==> config.mk <==
export PLATFORM = sky130hd
export DESIGN_NAME = bsa_ctrl
export DESIGN_NICKNAME = d
export VERILOG_FILES = /design/src/rtl/bsa_pkg.sv /design/src/rtl/bsa_ctrl.sv
export SDC_FILE = /design/constraint.sdc
export NUM_CORES = 1
export LEC_CHECK = 0
export BUFFER_PORTS_ARGS = -buffer_cell sky130_fd_sc_hd__buf_2
export CORE_AREA = 5 5 42 44
export DETAILED_ROUTE_END_ITERATION = 8
export DIE_AREA = 0 0 47 49
export GPL_TIMING_DRIVEN = 0
export PLACE_DENSITY_LB_ADDON = 0.3
export RECOVER_POWER = 25
export SKIP_LAST_GASP = 1
export SYNTH_ARGS = -nofsm -noshare
export SYNTH_HDL_FRONTEND = slang
export SYNTH_SLANG_ARGS = --single-unit
==> constraint.sdc <==
create_clock -name clk -period 1.6 [get_ports clk]
set_input_delay 0.32 -clock clk [delete_from_list [all_inputs] [get_ports clk]]
set_output_delay 0.32 -clock clk [all_outputs]
set_load 0.02 [all_outputs]
==> src/rtl/bsa_pkg.sv <==
`timescale 1ns / 1ps
`default_nettype none
// ============================================================================
// bsa_pkg
// Shared widths, codes and controller/datapath link types for the slab
// allocator.
// ============================================================================
package bsa_pkg;

    localparam int SLABS_DEF     = 128;
    localparam int MAX_BATCH_DEF = 64;

    localparam int OPCODE_W      = 2;
    localparam int COUNT_FIELD_W = 7;
    localparam int IDX_FIELD_W   = 7;
    localparam int STATUS_W      = 2;
    localparam int CFG_W         = 8;

    localparam logic [CFG_W-1:0] SLAB_COUNT_RESET = 8'd128;

    // request opcodes
    localparam logic [OPCODE_W-1:0] OP_ACQ_ONE  = 2'd0;
    localparam logic [OPCODE_W-1:0] OP_ACQ_MANY = 2'd1;
    localparam logic [OPCODE_W-1:0] OP_RELEASE  = 2'd2;

    // result status codes
    localparam logic [STATUS_W-1:0] RS_GRANTED   = 2'd0;
    localparam logic [STATUS_W-1:0] RS_EXHAUSTED = 2'd1;
    localparam logic [STATUS_W-1:0] RS_EMPTY     = 2'd2;

    typedef enum logic [2:0] {
        ST_IDLE,
        ST_DECODE,
        ST_SCAN,
        ST_REJECT,
        ST_GRANT
    } bsa_state_t;

    // controller -> datapath
    typedef struct packed {
        logic req_load;     // latch the accepted request
        logic release_slab; // free the slab named by the input word
        logic sel_scratch;  // point the finder at the scratch map
        logic scratch_load; // copy the free map into scratch
        logic scratch_step; // drop the lowest set bit of scratch
        logic k_clr;
        logic k_inc;
        logic grant;        // mark the lowest free slab busy and emit it
        logic grant_last;
        logic emit_fail;
        logic emit_empty;
    } bsa_cmd_t;

    // datapath -> controller
    typedef struct packed {
        logic in_release;
        logic in_acquire;
        logic op_one;
        logic count_zero;
        logic count_big;
        logic any;
        logic k_last;
        logic load_ok;
    } bsa_stat_t;

endpackage
`default_nettype wire

==> src/rtl/bsa_ctrl.sv <==
`timescale 1ns / 1ps
`default_nettype none
// ============================================================================
// bsa_ctrl
// Request sequencer: decode, batch feasibility scan, grant issue.
// ============================================================================
module bsa_ctrl
    import bsa_pkg::*;
(
    input  wire logic      clk,
    input  wire logic      rst_n,
    input  wire logic      in_valid,
    output logic           in_ready,
    output bsa_cmd_t       cmd,
    input  wire bsa_stat_t stat
);

    bsa_state_t state_reg, state_next;

    always_ff @(posedge clk or negedge rst_n)
    begin
        if (!rst_n)
        begin
            state_reg <= ST_IDLE;
        end
        else
        begin
            state_reg <= state_next;
        end
    end

    always_comb
    begin
        state_next = state_reg;
        cmd        = '0;
        in_ready   = 1'b0;
        case (state_reg)
            ST_IDLE:
            begin
                in_ready = 1'b1;
                if (in_valid)
                begin
                    if (stat.in_release)
                    begin
                        cmd.release_slab = 1'b1;
                    end
                    else if (stat.in_acquire)
                    begin
                        cmd.req_load = 1'b1;
                        state_next   = ST_DECODE;
                    end
                end
            end
            ST_DECODE:
            begin
                if (stat.load_ok)
                begin
                    if (stat.op_one)
                    begin
                        if (stat.any)
                        begin
                            cmd.grant      = 1'b1;
                            cmd.grant_last = 1'b1;
                        end
                        else
                        begin
                            cmd.emit_fail = 1'b1;
                        end
                        state_next = ST_IDLE;
                    end
                    else if (stat.count_zero)
                    begin
                        cmd.emit_empty = 1'b1;
                        state_next     = ST_IDLE;
                    end
                    else if (stat.count_big)
                    begin
                        cmd.emit_fail = 1'b1;
                        state_next    = ST_IDLE;
                    end
                    else
                    begin
                        cmd.scratch_load = 1'b1;
                        cmd.k_clr        = 1'b1;
                        state_next       = ST_SCAN;
                    end
                end
            end
            ST_SCAN:
            begin
                // count free slabs one per cycle until the batch fits or none are left
                cmd.sel_scratch = 1'b1;
                if (!stat.any)
                begin
                    state_next = ST_REJECT;
                end
                else if (stat.k_last)
                begin
                    cmd.k_clr  = 1'b1;
                    state_next = ST_GRANT;
                end
                else
                begin
                    cmd.k_inc        = 1'b1;
                    cmd.scratch_step = 1'b1;
                end
            end
            ST_REJECT:
            begin
                if (stat.load_ok)
                begin
                    cmd.emit_fail = 1'b1;
                    state_next    = ST_IDLE;
                end
            end
            ST_GRANT:
            begin
                if (stat.load_ok)
                begin
                    cmd.grant      = 1'b1;
                    cmd.grant_last = stat.k_last;
                    cmd.k_inc      = 1'b1;
                    if (stat.k_last)
                    begin
                        state_next = ST_IDLE;
                    end
                end
            end
            default:
            begin
                state_next = ST_IDLE;
            end
        endcase
    end

    // never load the result register while it still holds an untaken word
    a_emit_slot: assert property (@(posedge clk) disable iff (!rst_n)
        (cmd.grant || cmd.emit_fail || cmd.emit_empty) |-> stat.load_ok)
        else $error("result loaded over a pending word");

    // a batch that passed the scan always finds a free slab to grant
    a_grant_has_free: assert property (@(posedge clk) disable iff (!rst_n)
        (state_reg == ST_GRANT && stat.load_ok) |-> stat.any)
        else $error("batch grant found no free slab");

    // a scan that reaches the requested count moves on to granting
    a_scan_to_grant: assert property (@(posedge clk) disable iff (!rst_n)
        (state_reg == ST_SCAN && stat.any && stat.k_last) |=> state_reg == ST_GRANT)
        else $error("scan completed without entering grant");

endmodule
`default_nettype wire

==> flow_summary.yaml <==
synth:
  syn_nets: 61
  synth_area_leaders: "dfrtp_1 (20%), nor2_1 (8.2%), a31oi_1 (5.1%)"
  syn_avg_cell_area_um2: 7.332
  synth_top_area_frac: 0.2048
  synth_cell_types: 28
  netlist_area_um2: 366.6
  yosys_warnings: 0
  syn_inst: 50
  synth.most_common_cell: "nor2_1"
  synthArstFlopShare: 1.000
  synth_top_area_cell: "dfrtp_1"
  yosysSeqAreaShare: 0.2048
  synth_edf_count: 0
  ys_ff_latch: 3
  yosys_most_used_dff: "dfrtp_1"
  synthTopCellsByCount: "nor2_1 (8), nand2_1 (5), inv_1 (4)"
clock_tree:
  cts_buffers: 3
  clk_latency_ps: 240
  cts_sinks: 3
  cts_buffer_depth: 2
  cts.clk_slew.worst_paths_ps: 40
  clockRootBuffer: "clkbuf_4"
  htree_levels: 1
  cts_tree: "yes"
global_routing:
  grt_use_met1: 0.1788
  antenna_found_initial: 0
  grt_use_met2: 0.2376
  grt_pass1_wl_um: 2463
  grt_max_degree: 9
  grt_pass1_vias: 539
  grt-busiest-layer: "met2"
  met3_usage: 0.05904
  track_usage: 0.1467
  grt-ovfl-total: 0
timing:
  rsz0062_at_grt: "true"
  report.final.slew_viol_count: 0
  setup_slack_ps: -271.4
  fin_skew_ps: 0.7633
  period_share: 1.170
  fmax_mhz: 534.4
  tightest_slew_ps: 258.4
  relSlewSlack: 0.8264
  setup-violations-final: 12
  hold_viol: 0
  period_needed_ps: 1871
place:
  dp_slack_ps: -143.5
  dpl_cell_area_um2: 515.5
  routabilityCongestion: 0.7989
  hpwl_um: 879.7
  portBuffers: 22
run_status:
  violations: "setup timing"
  status: "finished, violations left"
drt:
  vias_per_cell: 5.271
  drt-initial-drc-count: 8
  drt_wl_total_um: 1650
  postRouteAntennaNets: 0
  wire_per_inst_um: 15.42
  dr.pass1.iters: 4
  vias: 564
  drc: 0
setup_path:
  path_cells: "or4b_4 -> nor2_1 -> a32oi_1 -> nor2_2 -> buf_6"
  critPathMaxStageDelay_ps: 500
  r2r_start: "state_reg[2]"
  critPathBufInv: 1
  end_kind: "output pin"
  path_delay_family: "simple AND/OR/NAND/NOR gates"
  rr_endpoint: "state_reg[1]"
  cp_slowest_cell: "or4b_4"
  reg2reg_depth: 8
  r2r_slack_ps: 90
  cp_max_fo: 2
  critPathRequiredTime_ps: 1280
  critPathKind: "reg -> out"
  start_kind: "register"
  arrival_ps: 1550
floorplanning:
  io_pins: 23
  die_y_um: 49
  dieArea_mm2: 0.002303
  core_mm2: 0.001401
  fp-row-count: 14
  die_x_um: 47
  start_util: 0.2616
hold_path:
  hp-class: "in -> async"
power_and_ir_drop:
  peakVddDrop_mv: 1.106
  power.leakage_nw: 0.3741
  powerDensity_mw_per_mm2: 1809
final_layout:
  multi_input_area_um2: 341.6
  drive_gt1_frac: 0.6593
  largest_register_ffs: 3
  fin_util: 0.5696
  syn2layout_area_growth_pct: 117.7
  final-seq-area_um2: 76.32
  num_antenna_cells: 0
  final_nets: 103
  final_area_um2: 798.3
  fill_cells: 136
run:
  drv_cap: 0
## final cells by class
type	instances	area share
clock buffer	4	0.03292
multi-input combinational	41	0.4279
timing repair buffer	38	0.3856
sequential	3	0.09561
inverter	4	0.01881
tap	16	0.02508
buffer	1	0.01411
## worst register-to-register path, stage by stage (launching register included)
cell	delay (ps)
dfrtp_1	390
buf_6	120
buf_6	120
nor3_4	210
buf_6	130
buf_4	100
a22oi_2	50
o21ai_2	80
mux2i_1	220
## worst max-delay path by stage
stage          slack, ps  cells past startpoint      to    startpoint
2_1_floorplan        -60                      5  cmd[0]  state_reg[0]
3_3_place_gp        -160                      5  cmd[5]  state_reg[1]
3_5_place_dp        -140                      6  cmd[5]       stat[3]
4_1_cts             -240                      5  cmd[5]  state_reg[1]
5_1_grt             -310                      5  cmd[7]  state_reg[2]
6_report            -270                      5  cmd[5]  state_reg[1]
## power by group
group | internal [mW] | switching, mW | total [mW]
Combinational | 0.616 | 0.558 | 1.17
Sequential | 0.110 | 0.0219 | 0.132
Clock | 0.0938 | 0.0446 | 0.138
## timing repair
item | in CTS | in global routing
endpoints found under the hold margin | 3 | 0
gates resized for setup | 23 | 17
pin swaps | 5 | 5
hold buffers | 1 | 0
gates cloned | 1 | 0
setup buffers | 10 | 5
endpoints found under the setup margin | 11 | 13
## metal layers
metal | vias up | wire [um]
li1 | 265 | -
met1 | 267 | 611
met2 | 28 | 866
met3 | 4 | 124
met4 | 0 | 47
met5 | - | 0
## cells by family (layout without fill, tap and decap cells)
logic type,count (synthesis),in the layout,share of synthesized area
and+or+nand+nor,29,29,0.4744
AOI/OAI and AO/OA,11,11,0.2014
muxes,1,1,0.02730
DFF,3,3,0.2048
buffers and inverters,6,47,0.09214
## placed cells by master, fill, tap and decap left out, drive strengths merged, types with 2 or more instances in the layout
cell / instances
nor4: 2
nor2: 9
nand2: 5
clkbuf: 5
buf: 37
a21oi: 3
inv: 4
dfrtp: 3
a31oi: 3
nor3: 3
## metrics by stage
stage                     power [mW]  hold slack (ps)  std cells  setup TNS (ps)
after floorplan               0.5658            24.41         50          -160.8
after global placement        0.7209            117.7         88          -340.0
after detailed placement      0.7171            119.4         88          -368.5
after CTS                      1.270            417.3        104           -1386
after global routing           1.530            471.7        107           -2325
final                          1.444            426.9        107           -1628
No activity file was read; power rests on OpenSTA's default activity.
