### src/rtl/bsa_pkg.sv
`timescale 1ns / 1ps
`default_nettype none
// ============================================================================
// bsa_pkg
// Shared widths, codes and controller/datapath link types for the slab
// allocator.
// ============================================================================
package bsa_pkg;

    localparam int SLABS_DEF     = 128;
    localparam int MAX_BATCH_DEF = 64;

    localparam int OPCODE_W      = 2;
    localparam int COUNT_FIELD_W = 7;
    localparam int IDX_FIELD_W   = 7;
    localparam int STATUS_W      = 2;
    localparam int CFG_W         = 8;

    localparam logic [CFG_W-1:0] SLAB_COUNT_RESET = 8'd128;

    // request opcodes
    localparam logic [OPCODE_W-1:0] OP_ACQ_ONE  = 2'd0;
    localparam logic [OPCODE_W-1:0] OP_ACQ_MANY = 2'd1;
    localparam logic [OPCODE_W-1:0] OP_RELEASE  = 2'd2;

    // result status codes
    localparam logic [STATUS_W-1:0] RS_GRANTED   = 2'd0;
    localparam logic [STATUS_W-1:0] RS_EXHAUSTED = 2'd1;
    localparam logic [STATUS_W-1:0] RS_EMPTY     = 2'd2;

    typedef enum logic [2:0] {
        ST_IDLE,
        ST_DECODE,
        ST_SCAN,
        ST_REJECT,
        ST_GRANT
    } bsa_state_t;

    // controller -> datapath
    typedef struct packed {
        logic req_load;     // latch the accepted request
        logic release_slab; // free the slab named by the input word
        logic sel_scratch;  // point the finder at the scratch map
        logic scratch_load; // copy the free map into scratch
        logic scratch_step; // drop the lowest set bit of scratch
        logic k_clr;
        logic k_inc;
        logic grant;        // mark the lowest free slab busy and emit it
        logic grant_last;
        logic emit_fail;
        logic emit_empty;
    } bsa_cmd_t;

    // datapath -> controller
    typedef struct packed {
        logic in_release;
        logic in_acquire;
        logic op_one;
        logic count_zero;
        logic count_big;
        logic any;
        logic k_last;
        logic load_ok;
    } bsa_stat_t;

endpackage
`default_nettype wire

### src/rtl/bsa_datapath.sv
`timescale 1ns / 1ps
`default_nettype none
// ============================================================================
// bsa_datapath
// Busy map, usable-count register, lowest-free finder, scan counter and
// result register.
// ============================================================================
module bsa_datapath
    import bsa_pkg::*;
#(
    parameter int SLABS     = SLABS_DEF,
    parameter int MAX_BATCH = MAX_BATCH_DEF
) (
    input  wire logic                     clk,
    input  wire logic                     rst_n,
    input  wire logic                     cfg_we,
    input  wire logic [CFG_W-1:0]         cfg_wdata,
    input  wire logic [OPCODE_W-1:0]      in_opcode,
    input  wire logic [COUNT_FIELD_W-1:0] in_count,
    input  wire logic [IDX_FIELD_W-1:0]   in_slab_index,
    input  wire logic                     out_ready,
    output logic                          out_valid,
    output logic [IDX_FIELD_W-1:0]        out_granted_index,
    output logic [STATUS_W-1:0]           out_status,
    output logic                          out_last,
    input  wire bsa_cmd_t                 cmd,
    output bsa_stat_t                     stat
);

    localparam int IDX_W = $clog2(SLABS);
    localparam int K_W   = $clog2(MAX_BATCH + 1);

    logic [CFG_W-1:0]         slab_count_reg;
    logic [SLABS-1:0]         busy_reg,  busy_next;
    logic [SLABS-1:0]         scratch_reg;
    logic [OPCODE_W-1:0]      req_op_reg;
    logic [COUNT_FIELD_W-1:0] req_count_reg;
    logic [K_W-1:0]           k_reg;

    logic                     out_valid_reg;
    logic [IDX_FIELD_W-1:0]   out_idx_reg;
    logic [STATUS_W-1:0]      out_status_reg;
    logic                     out_last_reg;

    logic [CFG_W-1:0]         limit;
    logic [SLABS-1:0]         limit_mask;
    logic [SLABS-1:0]         avail;
    logic [SLABS-1:0]         find_vec;
    logic [SLABS-1:0]         find_onehot;
    logic [IDX_W-1:0]         find_idx;
    logic                     rel_hit;
    logic                     out_load;

    // usable count saturates at the number of physical slabs
    assign limit = (slab_count_reg > CFG_W'(SLABS)) ? CFG_W'(SLABS) : slab_count_reg;

    always_comb
    begin
        for (int i = 0; i < SLABS; i++)
        begin
            limit_mask[i] = CFG_W'(i) < limit;
        end
    end

    assign avail       = ~busy_reg & limit_mask;
    assign find_vec    = cmd.sel_scratch ? scratch_reg : avail;
    assign find_onehot = find_vec & (~find_vec + SLABS'(1));

    always_comb
    begin
        find_idx = '0;
        for (int i = 0; i < SLABS; i++)
        begin
            if (find_onehot[i])
            begin
                find_idx = find_idx | IDX_W'(i);
            end
        end
    end

    assign rel_hit = {1'b0, in_slab_index} < limit;

    always_comb
    begin
        busy_next = busy_reg;
        if (cmd.release_slab && rel_hit)
        begin
            busy_next[in_slab_index[IDX_W-1:0]] = 1'b0;
        end
        else if (cmd.grant)
        begin
            busy_next = busy_reg | find_onehot;
        end
    end

    assign out_load = cmd.grant || cmd.emit_fail || cmd.emit_empty;

    always_ff @(posedge clk or negedge rst_n)
    begin
        if (!rst_n)
        begin
            slab_count_reg <= SLAB_COUNT_RESET;
            busy_reg       <= '0;
            k_reg          <= '0;
            out_valid_reg  <= 1'b0;
        end
        else
        begin
            if (cfg_we)
            begin
                slab_count_reg <= cfg_wdata;
            end
            busy_reg <= busy_next;
            if (cmd.k_clr)
            begin
                k_reg <= '0;
            end
            else if (cmd.k_inc)
            begin
                k_reg <= k_reg + K_W'(1);
            end
            if (out_load)
            begin
                out_valid_reg <= 1'b1;
            end
            else if (out_ready)
            begin
                out_valid_reg <= 1'b0;
            end
        end
    end

    always_ff @(posedge clk)
    begin
        if (cmd.req_load)
        begin
            req_op_reg    <= in_opcode;
            req_count_reg <= in_count;
        end
        if (cmd.scratch_load)
        begin
            scratch_reg <= avail;
        end
        else if (cmd.scratch_step)
        begin
            scratch_reg <= scratch_reg & ~find_onehot;
        end
        if (cmd.grant)
        begin
            out_idx_reg    <= IDX_FIELD_W'(find_idx);
            out_status_reg <= RS_GRANTED;
            out_last_reg   <= cmd.grant_last;
        end
        else if (cmd.emit_fail)
        begin
            out_idx_reg    <= '0;
            out_status_reg <= RS_EXHAUSTED;
            out_last_reg   <= 1'b1;
        end
        else if (cmd.emit_empty)
        begin
            out_idx_reg    <= '0;
            out_status_reg <= RS_EMPTY;
            out_last_reg   <= 1'b1;
        end
    end

    assign out_valid         = out_valid_reg;
    assign out_granted_index = out_idx_reg;
    assign out_status        = out_status_reg;
    assign out_last          = out_last_reg;

    assign stat.in_release = in_opcode == OP_RELEASE;
    assign stat.in_acquire = (in_opcode == OP_ACQ_ONE) || (in_opcode == OP_ACQ_MANY);
    assign stat.op_one     = req_op_reg == OP_ACQ_ONE;
    assign stat.count_zero = req_count_reg == '0;
    assign stat.count_big  = req_count_reg > COUNT_FIELD_W'(MAX_BATCH);
    assign stat.any        = |find_vec;
    assign stat.k_last     = (COUNT_FIELD_W'(k_reg) + COUNT_FIELD_W'(1)) == req_count_reg;
    assign stat.load_ok    = !out_valid_reg || out_ready;

endmodule
`default_nettype wire

### config.mk
export PLATFORM = sky130hd
export DESIGN_NAME = bsa_datapath
export DESIGN_NICKNAME = d
export VERILOG_FILES = /design/src/rtl/bsa_pkg.sv /design/src/rtl/bsa_datapath.sv
export SDC_FILE = /design/constraint.sdc
export NUM_CORES = 1
export LEC_CHECK = 0
export ABC_CLOCK_PERIOD_IN_PS = 11000
export BUFFER_PORTS_ARGS = -buffer_cell sky130_fd_sc_hd__buf_4
export CAP_MARGIN = 5
export CELL_PAD_IN_SITES_DETAIL_PLACEMENT = 2
export CELL_PAD_IN_SITES_GLOBAL_PLACEMENT = 2
export CORE_MARGIN = 2
export CORE_UTILIZATION = 43
export DETAILED_ROUTE_END_ITERATION = 10
export HOLD_SLACK_MARGIN = 0.12
export MAX_ROUTING_LAYER = met4
export PLACE_DENSITY_LB_ADDON = 0.15
export SLEW_MARGIN = 20
export SYNTH_ARGS = -nofsm -noshare
export SYNTH_HDL_FRONTEND = slang
export SYNTH_SLANG_ARGS = --single-unit
### constraint.sdc
create_clock -name clk -period 11 [get_ports clk]
set_input_delay 2.2 -clock clk [delete_from_list [all_inputs] [get_ports clk]]
set_output_delay 2.2 -clock clk [all_outputs]
set_load 0.02 [all_outputs]
==> run_results.csv <==
group,metric,value,unit
logic_synthesis,avgSynthCellArea,8.47,µm²
worst_hold_path,hp-class,"flip-flop to flip-flop",
cts,insertion_delay,0.59,ns
logic_synthesis,postSynth.asyncResetShare,49.5,%
grt,globalRouteTotalUtil,47.7,%
placement,dp.final_hpwl,78600,µm
grt,grt_pass1_vias,23000,
worst_setup_path,reg2regPathDepth,14,
die,start_util,43.3,%
logic_synthesis,ys_ff_latch,291,
placement,portBuffers,57,
logic_synthesis,synth-edff-count,145,
worst_setup_path,path_max_fanout,88,
worst_setup_path,worstSetupPathType,"primary input to output port",
finish,syn2layout_area_growth,10.3,%
worst_hold_path,hp-start,"out_status[1]",
worst_hold_path,hold_path_depth,2,
timing,maxSlewViolCount,0,
worst_setup_path,crit_required,8.80,ns
logic_synthesis,seq_area_frac_synth,39.8,%
routing,ant_nets,0,
routing,drt-total-wl,112000,µm
logic_synthesis,yosys.area.top_type_share,21.7,%
cts,cts-root-buf,"clkbuf_16",
worst_setup_path,critPathCaptureType,"output port",
logic_synthesis,syn_inst,2371,
routing,first_pass_iters,5,
die,pin_count,58,
die,fp.dieArea,0.0484,mm²
timing,fin_setup_tns,0,ns
timing,rsz0062_at_grt,"false",
worst_setup_path,reg2reg_to,"out_granted_index[4]",
finish,fin_nets,2407,
finish,fill_cells,5108,
cts,cts_setup_buffers,0,
status,outcome,"finished, final reports clean",
finish,multiInputGateArea,0.0112,mm²
logic_synthesis,synthFlopType,"edfxtp_1",
die,fp.dieW,220,µm
job,maxCapViolCount,0,
logic_synthesis,synth.distinct_cells,110,
cts,clock-sinks,291,
finish,layout-drive-gt1-share,11.8,%
logic_synthesis,synthesis.area,0.0201,mm²
cts,cts_hold_buf,0,
cts,path_clk_slew,0.06,ns
logic_synthesis,ys_warn_count,0,
die,fp-row-count,79,
pwr,p_per_area,158,mW/mm²
timing,fin_crit_sh,76.8,%
pwr,peakVddDrop,0.000125,V
logic_synthesis,synth_nets,2417,
cts,cts_resized,0,
timing,slew_headroom,15.7,%
grt,grt_pass1_wl,163000,µm
timing,fmax,118,MHz
cts,cts_tree,"yes",
timing,report.final.setup_viol,0,
cts,cts_max_level,2,
worst_setup_path,rr_startpoint,"slab_count_reg[7]",
grt,grt_max_degree,91,
timing,fin_worst_skew,0.0242,ns
finish,seqCellArea,0.00800,mm²
die,core,0.0464,mm²
placement,routabilityCongestion,1.03,
routing,drt-initial-drc-count,3184,
grt,antenna_found_initial,11,
routing,route.detailed.drc,0,
worst_setup_path,arrival,6.24,ns
timing,tightest_slew,1.25,ns
logic_synthesis,yosysTopAreaCell,"edfxtp_1",
logic_synthesis,synthTopCellsByArea,"edfxtp_1, dfrtp_1, o21ai_0",
cts,cts_buffers,38,
timing,hold_viol_final,0,
worst_hold_path,holdPathEnd,"out_status[1]",
die,die_h,220,µm
timing,min_period,8.44,ns
worst_setup_path,r2r_slack,4.14,ns
grt,gr-total-overflow,0,
finish,post-route-util,47.8,%
routing,via_per_inst,7.54,
routing,vias,22700,
pwr,p_leak,8.28,nW
routing,wire_per_inst,37.4,µm
cts,cts_buffer_depth,3,
worst_setup_path,start_kind,"primary input",
[cell usage in the layout (no fill, tap or decap), types with 22 or more instances in the layout]
master / n
o21ai_0: 377
nand2_1: 325
edfxtp_1: 145
nor2_1: 143
dfrtp_1: 143
nand3_1: 117
a21oi_1: 108
buf_4: 105
nor3_1: 65
or3_1: 54
nand4_1: 44
clkbuf_16: 39
or4_1: 32
o31ai_1: 32
a211oi_1: 26
inv_1: 24
or2_2: 24
a31o_2: 24
a22oi_1: 23
nor4_1: 23
a31oi_1: 22
[worst max-delay path: stages]
cell       delay [ns]
clkbuf_8         0.48
buf_4            0.60
o21ai_0          0.23
a2111oi_1        0.51
and4_1           0.47
and4b_1          0.24
buf_4            0.26
nand4_1          0.13
buf_4            0.25
nor3_2           0.42
nand4_1          0.19
buf_4            0.21
[metal layers]
metal / GRT usage, % / wire (µm) / part of all wire [%] / vias up
li1: - / - / - / 9086
met1: 60.5 / 43200 / 38 / 11600
met2: 69.7 / 49100 / 44 / 1541
met3: 11.3 / 12800 / 11 / 419
met4: 26.7 / 7310 / 6.5 / 0
met5: - / 0 / 0 / -
[kinds of logic after synthesis]
family                     after synthesis  synth area share [%]
AOI/OAI and AO/OA                      828                  26.2
xor gates and xnor gates                12                 0.524
adders and majority gates                7                 0.436
buffers and inverters                  187                  4.64
DFF                                    291                  39.8
muxes                                   15                 0.792
and+or+nand+nor                       1031                  27.6
[final cells by class]
type | count | area share [%]
multi-input combinational | 1893 | 50.6
sequential | 291 | 36.1
clock buffer | 56 | 4.79
timing repair buffer | 109 | 3.85
tap | 607 | 3.43
clock inverter | 13 | 0.644
inverter | 28 | 0.486
antenna | 10 | 0.113
[synthesized netlist by cell type (17+ instances only)]
library cell    n
o31ai_1        32
clkbuf_1       80
a21oi_1       110
edfxtp_1      145
nand3_1       117
nand4b_1       18
nor2b_1        18
nand4_1        44
a31o_2         24
or3_1          54
a2111oi_0      22
nor4_1         23
o21ai_0       377
a211oi_1       26
nor2_1        144
a22oi_1        23
or2_2          25
nand2_1       326
nor3_1         66
a31oi_1        22
inv_1          25
or4_1          32
dfrtp_1       143
buf_2          42
buf_4          17
[stage by stage]
step	cell area (µm²)	setup slack, ns	total power [W]	cells	hold slack (ns)
floorplan	20100	3.63	0.00182	2371	0.467
global placement	20900	2.79	0.00213	2928	0.471
detailed placement	20900	2.70	0.00217	2928	0.493
CTS	22100	2.68	0.00344	2997	0.505
global route	22100	2.27	0.00357	3004	0.548
finish	22100	2.56	0.00349	3007	0.501
[power by group]
| group | internal, W | switching, W |
|---|---|---|
| Sequential | 0.00127 | 0.0000924 |
| Clock | 0.000738 | 0.000545 |
| Combinational | 0.000245 | 0.000603 |
| Total | 0.00225 | 0.00124 |
[worst max path at each step]
stage | from | endpoint | slack, ns
floorplan | cmd[8] | stat[2] | 3.63
global placement | cmd[8] | stat[2] | 2.79
detailed placement | cmd[8] | stat[2] | 2.70
CTS | cmd[8] | stat[2] | 2.68
global route | cmd[8] | stat[2] | 2.27
finish | cmd[8] | stat[2] | 2.56
Power figures use the tool's default switching activity.
